### config.mk
export PLATFORM = sky130hd
export DESIGN_NAME = prime_test_and_root_top
export DESIGN_NICKNAME = d
export VERILOG_FILES = /design/src/hw/rtl/ptar_pkg.sv /design/src/hw/rtl/ptar_ctrl.sv /design/src/hw/rtl/ptar_dp.sv /design/src/hw/rtl/prime_test_and_root_top.sv
export SDC_FILE = /design/constraint.sdc
export NUM_CORES = 1
export LEC_CHECK = 0
export BUFFER_PORTS_ARGS = -buffer_cell sky130_fd_sc_hd__clkbuf_2
export CAP_MARGIN = 20
export CORE_UTILIZATION = 30
export DETAILED_ROUTE_END_ITERATION = 8
export PLACE_DENSITY = 0.5
export SLEW_MARGIN = 40
export SYNTH_ARGS = -nofsm -noshare
export SYNTH_HDL_FRONTEND = slang
export SYNTH_SLANG_ARGS = --single-unit
export TNS_END_PERCENT = 10
### constraint.sdc
create_clock -name clk_i -period 11 [get_ports clk_i]
set_input_delay 2.2 -clock clk_i [delete_from_list [all_inputs] [get_ports clk_i]]
set_output_delay 2.2 -clock clk_i [all_outputs]
set_load 0.005 [all_outputs]
### src/hw/rtl/ptar_pkg.sv
// Package with shared constants and controller/datapath interface types.
`timescale 1ns / 1ps
package ptar_pkg;

  // Width of the fixed-point result field.
  localparam int unsigned OUT_W = 32;

  // Dividend bits retired per cycle by the remainder unit.
  localparam int unsigned DIV_BITS = 4;

  // First odd trial divisor and its square.
  localparam int unsigned FIRST_DIV    = 3;
  localparam int unsigned FIRST_DIV_SQ = FIRST_DIV * FIRST_DIV;

  // Commands from the controller to the datapath.
  typedef struct packed {
    logic load_in;     // capture the input item, reset the divisor
    logic start_div;   // begin a remainder for the current divisor
    logic div_step;    // retire DIV_BITS dividend bits
    logic next_div;    // advance to the next odd divisor
    logic start_sqrt;  // begin the square root
    logic sqrt_step;   // produce one root bit
    logic load_out;    // load the output register
    logic prime;       // primality verdict for the output register
  } ptar_cmd_t;

  // Status from the datapath to the controller.
  typedef struct packed {
    logic le_one;       // value is zero or one
    logic is_two;       // value is two
    logic is_odd;       // value is odd
    logic dsq_gt_v;     // divisor squared exceeds the value
    logic div_last;     // current remainder step is the final one
    logic rem_zero_nxt; // remainder after this step is zero
    logic sqrt_last;    // current root step is the final one
  } ptar_sts_t;

endpackage

### src/hw/rtl/ptar_ctrl.sv
// Controller state machine sequencing the primality test and the root.
`timescale 1ns / 1ps
module ptar_ctrl (
  input  logic                clk_i,
  input  logic                rst_ni,
  input  logic                in_valid_i,
  output logic                in_ready_o,
  output logic                out_valid_o,
  input  logic                out_ready_i,
  input  ptar_pkg::ptar_sts_t sts_i,
  output ptar_pkg::ptar_cmd_t cmd_o
);
  import ptar_pkg::*;

  typedef enum logic [2:0] {
    ST_IDLE,
    ST_CHECK,
    ST_DIV,
    ST_SQRT,
    ST_DONE
  } state_e;

  state_e state_q, state_d;
  logic   prime_q, prime_d;
  logic   out_valid_q, out_valid_d;

  // Next state and datapath commands.
  always_comb begin
    state_d = state_q;
    prime_d = prime_q;
    cmd_o   = '0;
    unique case (state_q)
      ST_IDLE: begin
        if (in_valid_i) begin
          cmd_o.load_in = 1'b1;
          state_d       = ST_CHECK;
        end
      end
      ST_CHECK: begin
        priority if (sts_i.le_one) begin
          prime_d = 1'b0;
          state_d = ST_DONE;
        end else if (sts_i.is_two) begin
          prime_d          = 1'b1;
          cmd_o.start_sqrt = 1'b1;
          state_d          = ST_SQRT;
        end else if (!sts_i.is_odd) begin
          prime_d = 1'b0;
          state_d = ST_DONE;
        end else if (sts_i.dsq_gt_v) begin
          // No divisor up to the square root divides the value.
          prime_d          = 1'b1;
          cmd_o.start_sqrt = 1'b1;
          state_d          = ST_SQRT;
        end else begin
          cmd_o.start_div = 1'b1;
          state_d         = ST_DIV;
        end
      end
      ST_DIV: begin
        cmd_o.div_step = 1'b1;
        if (sts_i.div_last) begin
          if (sts_i.rem_zero_nxt) begin
            prime_d = 1'b0;
            state_d = ST_DONE;
          end else begin
            cmd_o.next_div = 1'b1;
            state_d        = ST_CHECK;
          end
        end
      end
      ST_SQRT: begin
        cmd_o.sqrt_step = 1'b1;
        if (sts_i.sqrt_last) begin
          state_d = ST_DONE;
        end
      end
      ST_DONE: begin
        // Wait until the output register is free or being emptied.
        if (!out_valid_q || out_ready_i) begin
          cmd_o.load_out = 1'b1;
          state_d        = ST_IDLE;
        end
      end
      default: begin
        state_d = ST_IDLE;
      end
    endcase
    cmd_o.prime = prime_q;
  end

  // Output register occupancy.
  always_comb begin
    out_valid_d = out_valid_q;
    if (cmd_o.load_out) begin
      out_valid_d = 1'b1;
    end else if (out_ready_i) begin
      out_valid_d = 1'b0;
    end
  end

  // State and registered outputs.
  always_ff @(posedge clk_i or negedge rst_ni) begin
    if (!rst_ni) begin
      state_q     <= ST_IDLE;
      prime_q     <= 1'b0;
      out_valid_q <= 1'b0;
    end else begin
      state_q     <= state_d;
      prime_q     <= prime_d;
      out_valid_q <= out_valid_d;
    end
  end

  assign in_ready_o  = (state_q == ST_IDLE);
  assign out_valid_o = out_valid_q;

endmodule

### src/hw/rtl/ptar_dp.sv
// Datapath: operand registers, trial divisor, remainder unit, root unit, output register.
`timescale 1ns / 1ps
module ptar_dp #(
  parameter int unsigned VALUE_WIDTH = 22,
  parameter int unsigned FRAC_BITS   = 10
) (
  input  logic                       clk_i,
  input  logic [VALUE_WIDTH-1:0]     value_i,
  input  logic                       is_last_i,
  input  ptar_pkg::ptar_cmd_t        cmd_i,
  output ptar_pkg::ptar_sts_t        sts_o,
  output logic [ptar_pkg::OUT_W-1:0] out_value_o,
  output logic                       is_prime_o,
  output logic                       out_last_o
);
  import ptar_pkg::*;

  // Derived widths.
  localparam int unsigned XW    = VALUE_WIDTH + 2 * FRAC_BITS;  // root operand
  localparam int unsigned RW    = (XW + 1) / 2;                 // root width
  localparam int unsigned SW    = 2 * RW;                       // padded root operand
  localparam int unsigned DW    = VALUE_WIDTH / 2 + 2;          // trial divisor
  localparam int unsigned QW    = VALUE_WIDTH + 2;              // divisor squared
  localparam int unsigned NB    = (VALUE_WIDTH + DIV_BITS - 1) / DIV_BITS;
  localparam int unsigned DVW   = NB * DIV_BITS;                // padded dividend
  localparam int unsigned PW    = VALUE_WIDTH + FRAC_BITS + OUT_W;
  localparam int unsigned CNT_W = (RW > 1) ? $clog2(RW) : 1;

  logic [VALUE_WIDTH-1:0] v_q;
  logic                   last_q;
  logic [DW-1:0]          d_q;
  logic [QW-1:0]          dsq_q;
  logic [DVW-1:0]         dvd_q;
  logic [DW-1:0]          rem_q, rem_nxt;
  logic [DW:0]            rem_t;
  logic [SW-1:0]          sx_q;
  logic [RW:0]            srem_q, srem_nxt;
  logic [RW+2:0]          sq_t, sq_trial;
  logic [RW-1:0]          root_q, root_nxt;
  logic [CNT_W-1:0]       cnt_q;
  logic [PW-1:0]          pass_val;
  logic [OUT_W-1:0]       out_value_q;
  logic                   is_prime_q;
  logic                   out_last_q;

  // Remainder unit: DIV_BITS restoring steps per cycle, dividend MSB first.
  always_comb begin
    rem_nxt = rem_q;
    rem_t   = '0;
    for (int i = 0; i < DIV_BITS; i++) begin
      rem_t = {rem_nxt, dvd_q[DVW-1-i]};
      if (rem_t >= {1'b0, d_q}) begin
        rem_t = rem_t - {1'b0, d_q};
      end
      rem_nxt = rem_t[DW-1:0];
    end
  end

  // Root unit: one result bit per cycle. The partial remainder can reach
  // twice the partial root, so it keeps one bit more than the root.
  always_comb begin
    sq_t     = {srem_q, sx_q[SW-1 -: 2]};
    sq_trial = {1'b0, root_q, 2'b01};
    if (sq_t >= sq_trial) begin
      srem_nxt = (RW+1)'(sq_t - sq_trial);
      root_nxt = {root_q[RW-2:0], 1'b1};
    end else begin
      srem_nxt = sq_t[RW:0];
      root_nxt = {root_q[RW-2:0], 1'b0};
    end
  end

  // Scaled pass-through value, wrapped to the result width.
  assign pass_val = PW'(v_q) << FRAC_BITS;

  // Operand, divisor and iteration registers.
  always_ff @(posedge clk_i) begin
    if (cmd_i.load_in) begin
      v_q    <= value_i;
      last_q <= is_last_i;
      d_q    <= DW'(FIRST_DIV);
      dsq_q  <= QW'(FIRST_DIV_SQ);
    end
    if (cmd_i.next_div) begin
      // (d + 2)^2 = d^2 + 4d + 4
      d_q   <= d_q + DW'(2);
      dsq_q <= dsq_q + QW'({d_q, 2'b00}) + QW'(4);
    end
    if (cmd_i.start_div) begin
      dvd_q <= DVW'(v_q);
      rem_q <= '0;
    end else if (cmd_i.div_step) begin
      dvd_q <= dvd_q << DIV_BITS;
      rem_q <= rem_nxt;
    end
    if (cmd_i.start_sqrt) begin
      sx_q   <= SW'(v_q) << (2 * FRAC_BITS);
      srem_q <= '0;
      root_q <= '0;
    end else if (cmd_i.sqrt_step) begin
      sx_q   <= sx_q << 2;
      srem_q <= srem_nxt;
      root_q <= root_nxt;
    end
    if (cmd_i.start_div || cmd_i.start_sqrt) begin
      cnt_q <= '0;
    end else if (cmd_i.div_step || cmd_i.sqrt_step) begin
      cnt_q <= cnt_q + CNT_W'(1);
    end
  end

  // Output register.
  always_ff @(posedge clk_i) begin
    if (cmd_i.load_out) begin
      out_value_q <= cmd_i.prime ? OUT_W'(root_q) : pass_val[OUT_W-1:0];
      is_prime_q  <= cmd_i.prime;
      out_last_q  <= last_q;
    end
  end

  // Status towards the controller.
  always_comb begin
    sts_o.le_one       = (v_q[VALUE_WIDTH-1:1] == '0);
    sts_o.is_two       = (v_q == VALUE_WIDTH'(2));
    sts_o.is_odd       = v_q[0];
    sts_o.dsq_gt_v     = (dsq_q > QW'(v_q));
    sts_o.div_last     = (cnt_q == CNT_W'(NB - 1));
    sts_o.rem_zero_nxt = (rem_nxt == '0);
    sts_o.sqrt_last    = (cnt_q == CNT_W'(RW - 1));
  end

  assign out_value_o = out_value_q;
  assign is_prime_o  = is_prime_q;
  assign out_last_o  = out_last_q;

endmodule

### src/hw/rtl/prime_test_and_root_top.sv
// Top level of the trial-division primality test with square root of primes.
`timescale 1ns / 1ps
// Each transfer on the input channel carries one unsigned value and a last
// marker; each produces exactly one output transfer in order. A prime value
// returns floor(sqrt(value) * 2^FRAC_BITS) with is_prime set; any other value
// returns value * 2^FRAC_BITS (wrapped to 32 bits). One item is in work at a
// time. After its input transfer an item is checked; an odd value above two
// is tried against the odd trial divisors up to its square root in the
// remainder unit until one divides it, and a prime value then passes through
// the bit-serial root unit before its result is ready; intake reopens once
// that result is loaded into the output register. A finished result waits in
// the output register while the next item is taken in; a further result is
// held back until that register empties.
module prime_test_and_root_top #(
  parameter int unsigned VALUE_WIDTH = 22,
  parameter int unsigned FRAC_BITS   = 10
) (
  input  logic                       clk_i,
  input  logic                       rst_ni,
  input  logic                       in_valid_i,
  output logic                       in_ready_o,
  input  logic [VALUE_WIDTH-1:0]     value_i,
  input  logic                       is_last_i,
  output logic                       out_valid_o,
  input  logic                       out_ready_i,
  output logic [ptar_pkg::OUT_W-1:0] out_value_o,
  output logic                       is_prime_o,
  output logic                       out_last_o
);
  import ptar_pkg::*;

  ptar_cmd_t cmd;
  ptar_sts_t sts;

  // Sequencer.
  ptar_ctrl u_ctrl (
    .clk_i       (clk_i),
    .rst_ni      (rst_ni),
    .in_valid_i  (in_valid_i),
    .in_ready_o  (in_ready_o),
    .out_valid_o (out_valid_o),
    .out_ready_i (out_ready_i),
    .sts_i       (sts),
    .cmd_o       (cmd)
  );

  // Arithmetic and result storage.
  ptar_dp #(
    .VALUE_WIDTH (VALUE_WIDTH),
    .FRAC_BITS   (FRAC_BITS)
  ) u_dp (
    .clk_i       (clk_i),
    .value_i     (value_i),
    .is_last_i   (is_last_i),
    .cmd_i       (cmd),
    .sts_o       (sts),
    .out_value_o (out_value_o),
    .is_prime_o  (is_prime_o),
    .out_last_o  (out_last_o)
  );

  // Only one item is in work: intake closes after a transfer.
  assert property (@(posedge clk_i) disable iff (!rst_ni)
    (in_valid_i && in_ready_o) |=> !in_ready_o)
    else $error("input taken while an item is in work");

  // A waiting result is never overwritten.
  assert property (@(posedge clk_i) disable iff (!rst_ni)
    cmd.load_out |-> (!out_valid_o || out_ready_i))
    else $error("output register overwritten before transfer");

  // Trial division only runs while the divisor squared is within the value.
  assert property (@(posedge clk_i) disable iff (!rst_ni)
    cmd.div_step |-> !sts.dsq_gt_v)
    else $error("remainder step with divisor beyond the square root");

  // The root of a prime is never zero.
  assert property (@(posedge clk_i) disable iff (!rst_ni)
    (out_valid_o && is_prime_o) |-> (out_value_o != '0))
    else $error("zero root reported for a prime");

endmodule
== Yosys cells after proc, flatten, opt, wreduce, memory -nomap -nowiden ==
Index checks and enable logic that the tools add are counted.
Word-level totals
  output and inout bits: 36
  word-level logic and storage cells: 113
  bits in registers: 206
Operators by class
  eq/ne operators: 13
  reduce and logical (&&, ||, !) cells: 14
  multiplexer cells: 52
  order comparisons: 6
  add/sub/neg operators: 9
Operator list (count)
  42-bit two-way mux: 2
  13-bit two-way mux: 6
  22-bit two-way mux: 3
  14-bit by 13-bit greater-or-equal comparator with 1-bit output: 4
  13-bit subtractor: 4
  24-bit two-way mux: 2
  1-bit two-way mux: 27
  24-bit by 15-bit adder with 24-bit output: 1
  24-bit by 3-bit adder with 24-bit output, second input constant: 1
  24-bit by 23-bit greater-or-equal comparator with 1-bit output: 1
  24-bit by 22-bit > comparator with 1-bit output: 1
  3-bit two-way mux: 8
  22-bit by 2-bit equality test with 1-bit output, second input constant: 1
  22-bit subtractor: 1
  21-bit logical NOT: 1
  21-bit two-way mux: 1
  3-bit case mux with 5 select lines: 1
  13-bit by 2-bit adder with 13-bit output, second input constant: 1
  13-bit logical NOT: 1
  2-bit nonzero test: 5
  2-bit != test, second input constant: 4
  4-bit AND reduction: 2
  3-bit by 2-bit equality test with 1-bit output, second input constant: 2
  5-bit by 1-bit adder with 5-bit output, second input constant: 1
  other kinds (11): 13

== Longest topological paths before layout ==
  depth in word-level cells: 14
  mapped depth: 44

== Modules after synthesis ==
Synthesis repeated with hierarchy kept, for this count alone.
Unflattened totals
  cells, all modules: 1368
  area, all modules: 13665.6 um^2
By module, submodules not included
  ptar_dp: area each 13261.5 um^2, times used 1, cells each 1322
  ptar_ctrl: area each 404.1 um^2, times used 1, cells each 46

== Worst setup path after synthesis ==
Ideal clock, no wire load.
  kind: flip-flop to flip-flop
  start point: reg u_dp.d_q[1]
  end point: reg u_dp.d_q[10], enable pin
  slack: 1297 ps
  stages on the path, launching flop included: 40
  buffers on the path: 4
  data required time: 10511 ps
  data arrival time: 9214 ps
  cell sequence: edfxtp_1 -> inv_1 -> fa_1 -> a21oi_1 -> a2bb2oi_1 -> and2_1 -> o311ai_1 -> buf_2 -> xnor2_1 -> fa_1 -> nand2b_1 -> a21oi_1 -> a22oi_1 -> a31o_2 -> o311ai_4 -> buf_2 -> buf_4 -> clkbuf_1 -> [4 not listed] -> o211ai_1 -> nand2_1 -> nor3_4 -> a21oi_1 -> xnor2_1 -> ha_1 -> a21o_1 -> a21oi_1 -> o21ai_0 -> a21bo_2 -> a21oi_1 -> o21bai_1 -> a211oi_1 -> nor2_1 -> or3_1 -> o41a_1 -> nand2_2 -> nand2b_1
On the way
  longest elaborated chain between the ends: 13
RTL lines
  start: declaration: line ptar_dp.sv:31  | logic [DW-1:0] d_q;
  start signal: assignment: line ptar_dp.sv:81  | d_q <= DW'(FIRST_DIV);
  start signal: assignment: line ptar_dp.sv:86  | d_q <= d_q + DW'(2);
  13-bit subtractor or 14-bit by 13-bit greater-or-equal comparator with 1-bit output (tied branches): line ptar_dp.sv:53, ptar_dp.sv:52
  13-bit two-way mux: line ptar_dp.sv:52  | if (rem_t >= {1'b0, d_q}) begin
  13-bit subtractor or 14-bit by 13-bit greater-or-equal comparator with 1-bit output (tied branches): line ptar_dp.sv:53, ptar_dp.sv:52
  13-bit two-way mux: line ptar_dp.sv:52
  13-bit subtractor or 14-bit by 13-bit greater-or-equal comparator with 1-bit output (tied branches): line ptar_dp.sv:53, ptar_dp.sv:52
  13-bit two-way mux: line ptar_dp.sv:52
  13-bit subtractor or 14-bit by 13-bit greater-or-equal comparator with 1-bit output (tied branches): line ptar_dp.sv:53, ptar_dp.sv:52
  13-bit two-way mux *: line ptar_dp.sv:52
  13-bit logical NOT *: line ptar_dp.sv:128  | sts_o.rem_zero_nxt = (rem_nxt == '0);
  1-bit two-way mux *: line ptar_ctrl.sv:63  | if (sts_i.rem_zero_nxt) begin
  1-bit two-way mux *: line ptar_ctrl.sv:62  | if (sts_i.div_last) begin
  2-bit two-way mux *: line ptar_ctrl.sv:32  | unique case (state_q)
  2-bit nonzero test (no line) *
Mark *: on every way between the ends. The rest lies on a longest branch, timed or not.
A chain may end at the register's enable or synchronous reset.

== Worst setup path after layout ==
  start point: reg u_dp.d_q[2]
  end point: reg u_dp.d_q[8], enable pin
The elaborated chain is that of the path after synthesis.

==> flow_summary.ini <==
[logic_synthesis]
synth_nets = 1575
synth_mux_area_share_pct = 5.38
yosys.area_share.simple_pct = 16.3
synthAdderAreaFrac_pct = 12.0
async_flop_share_pct = 2.48
synth-compound-area-share_pct = 16.8
syn_area_um2 = 13600
synth.distinct_cells = 84
synth_area_per_cell_um2 = 9.57
synthFlopType = edfxtp_1
synth_top_family_by_area = compound AO/OA/AOI/OAI gates
synth_xor_area_share_pct = 5.27
yosysWarnings = 0
yosysSeqAreaShare_pct = 39.8
synth-edff-count = 134
synth_seq_cells = 202
synth_cells = 1421

[critical_path]
path_delay_family = compound AO/OA/AOI/OAI gates
end_kind = flop
cp_num_buf_inv = 3
cp.arrival_ns = 10.49
cp_max_fo = 20
slowest_stage = o41a_1
cp-start-kind = flop
crit_type = reg -> reg
cp.required_ns = 11.26
max_stage_delay_ns = 0.47
crit_top_cell = a21oi_1

[detailed_routing]
dr.pass1.iters = 5
routed_via_density = 5.18
drt_wl_total_um = 38000
routedWlPerCell_um = 18.1
final_antenna_net_count = 0
drtIter0Drc = 659
post-route-drc-count = 0
via_count = 10900

[clocking]
cts_buffers = 24
ctsHoldBuffers = 0
insertion_delay_ns = 0.55
cts_sinks = 202
clk_pin_slew_ns = 0.06
ctsLongestPathBuffers = 3
htree_num_levels = 1
clock_tree.root_cell = clkbuf_16
tritoncts = yes

[sta]
fin_tns_setup_ns = 0
rsz0062_at_grt = false
max_freq_mhz = 97.8
hold_viol = 0
relSlewSlack_pct = 45.0
worst_pin_slew_ns = 0.814
clock_skew_ns = 0.0282
fin_crit_ns = 10.22
min_period_over_period_pct = 92.9
setup_viol = 0
maxSlewViolCount = 0

[layout]
num-fill-cells = 4563
final_common_cell = nor2_1
final_nets = 1646
layout-drive-gt1-share_pct = 14.4
final_cell_mix = nor2_1 (143), edfxtp_1 (134), ha_1 (122), nand2_1 (115), inv_1 (99)
area_growth_pct = 14.7
diodes = 0

[global_routing]
grt_use_total_pct = 16.3
grt_remaining_overflow = 0
antenna_found_initial = 1
first_global_vias = 10600
grt_pass1_wl_um = 60200
grt_max_degree = 63

[place]
dp_hpwl_um = 28700
numPortBuffers = 62
place.gp.congestion = 0.982

[floorplan]
io_pins = 63
die_area_um2 = 46200
start_util_pct = 30.6
std_cell_rows = 77
dieWidth_um = 215
coreArea_um2 = 44500
dieHeight_um = 215

[worst_hold_path]
hp-class = reg -> reg

[status]
status = complete, no violations

[flow_run]
drv_cap = 0
==> kinds of logic (layout without fill, tap and decap cells) <==
group                      after synthesis  in the layout
muxes                                   67             67
AOI/OAI and AO/OA                      339            339
buffers and inverters                  149            238
xor gates and xnor gates                81             81
DFF                                    202            202
and+or+nand+nor                        456            456
adders and majority gates              127            127
==> state kept, by name, summed over array words and instances, names as in the netlist <==
name	flops
u_dp.out_value_o	32
u_dp.v_q	22
u_dp.d_q	12
u_dp.root_q	21
u_dp.dsq_q	21
u_dp.rem_q	13
u_dp.dvd_q	24
u_ctrl.prime_q	1
u_dp.is_prime_o	1
u_ctrl.state_q	3
u_dp.cnt_q	5
u_dp.sx_q	22
u_ctrl.out_valid_o	1
u_dp.srem_q	22
u_dp.last_q	1
u_dp.out_last_o	1
==> final timing paths <==
path / cells past startpoint / startpoint / end / slack (ns)
min: 0 / u_dp.last_q$_DFFE_PP_ / u_dp.out_last_o$_DFFE_PP_ / 0.43
max reg2reg: 38 / u_dp.d_q[2]$_SDFFCE_PN0P_ / u_dp.d_q[8]$_SDFFCE_PN0P_ / 0.78
min in group asynchronous: 1 / rst_ni / u_ctrl.state_q[2]$_DFFE_PN0P_ / 1.50
max in group asynchronous: 1 / rst_ni / u_ctrl.state_q[0]$_DFFE_PN0P_ / 9.34
max: 38 / u_dp.d_q[2]$_SDFFCE_PN0P_ / u_dp.d_q[8]$_SDFFCE_PN0P_ / 0.78
min reg2reg: 0 / u_dp.last_q$_DFFE_PP_ / u_dp.out_last_o$_DFFE_PP_ / 0.43
==> Yosys cell counts (all sizes together) (8+ instances only) <==
| library cell | n | area share [%] |
|---|---|---|
| o21a | 14 | 0.77 |
| nor4 | 14 | 0.80 |
| dfxtp | 63 | 9.3 |
| xor2 | 27 | 1.7 |
| buf | 17 | 0.79 |
| inv | 100 | 2.8 |
| or3 | 8 | 0.37 |
| a21o | 32 | 1.8 |
| nor2 | 144 | 4.0 |
| a21oi | 71 | 2.6 |
| xnor2 | 54 | 3.5 |
| nor3 | 47 | 2.0 |
| edfxtp | 134 | 30 |
| nand2b | 11 | 0.51 |
| o21ai | 62 | 2.3 |
| o22ai | 35 | 1.6 |
| ha | 122 | 11 |
| nor2b | 16 | 0.79 |
| and2 | 24 | 1.1 |
| mux2 | 49 | 4.1 |
| nand3 | 25 | 0.92 |
| clkbuf | 32 | 0.88 |
| nand4 | 14 | 0.69 |
| nand2 | 117 | 3.2 |
| a21boi | 9 | 0.50 |
| and3 | 14 | 0.64 |
| mux2i | 18 | 1.3 |
| a211oi | 28 | 1.5 |
==> cell type report <==
type	count	area (um^2)	area share, %
clock buffer	33	674	4.32
multi-input combinational	1070	7660	49.1
timing repair buffer	94	554	3.55
tap	592	741	4.75
inverter	100	375	2.41
clock inverter	11	184	1.18
sequential	202	5410	34.7
==> per-layer routing <==
metal	up-vias	wire length, um	part of all wire (%)	global-route usage [%]
met4	0	716	1.9	3.71
met5	-	0	0	0
met2	195	17900	47	27.3
met1	5312	18200	48	22.5
met3	41	1180	3.1	1.74
li1	5346	-	-	-
==> through the flow <==
| step | hold slack, ns | instances | util, % | area [um^2] | setup slack, ns |
|---|---|---|---|---|---|
| after floorplan | 0.400 | 1421 | - | 13600 | 1.30 |
| after global placement | 0.413 | 2057 | 33.0 | 14700 | 0.893 |
| after detailed placement | 0.418 | 2058 | 33.1 | 14700 | 0.725 |
| after CTS | 0.433 | 2102 | 35.0 | 15600 | 0.744 |
| after global routing | 0.451 | 2102 | 35.0 | 15600 | 0.103 |
| final | 0.428 | 2102 | 35.0 | 15600 | 0.777 |
==> timing repair <==
item,CTS,global route
setup buffers,0,0
resized for setup,0,1
endpoints found under the setup margin,0,49
Power is not shown: default switching activity piles up to over one toggle a cycle in this logic, so the estimate is an artifact.
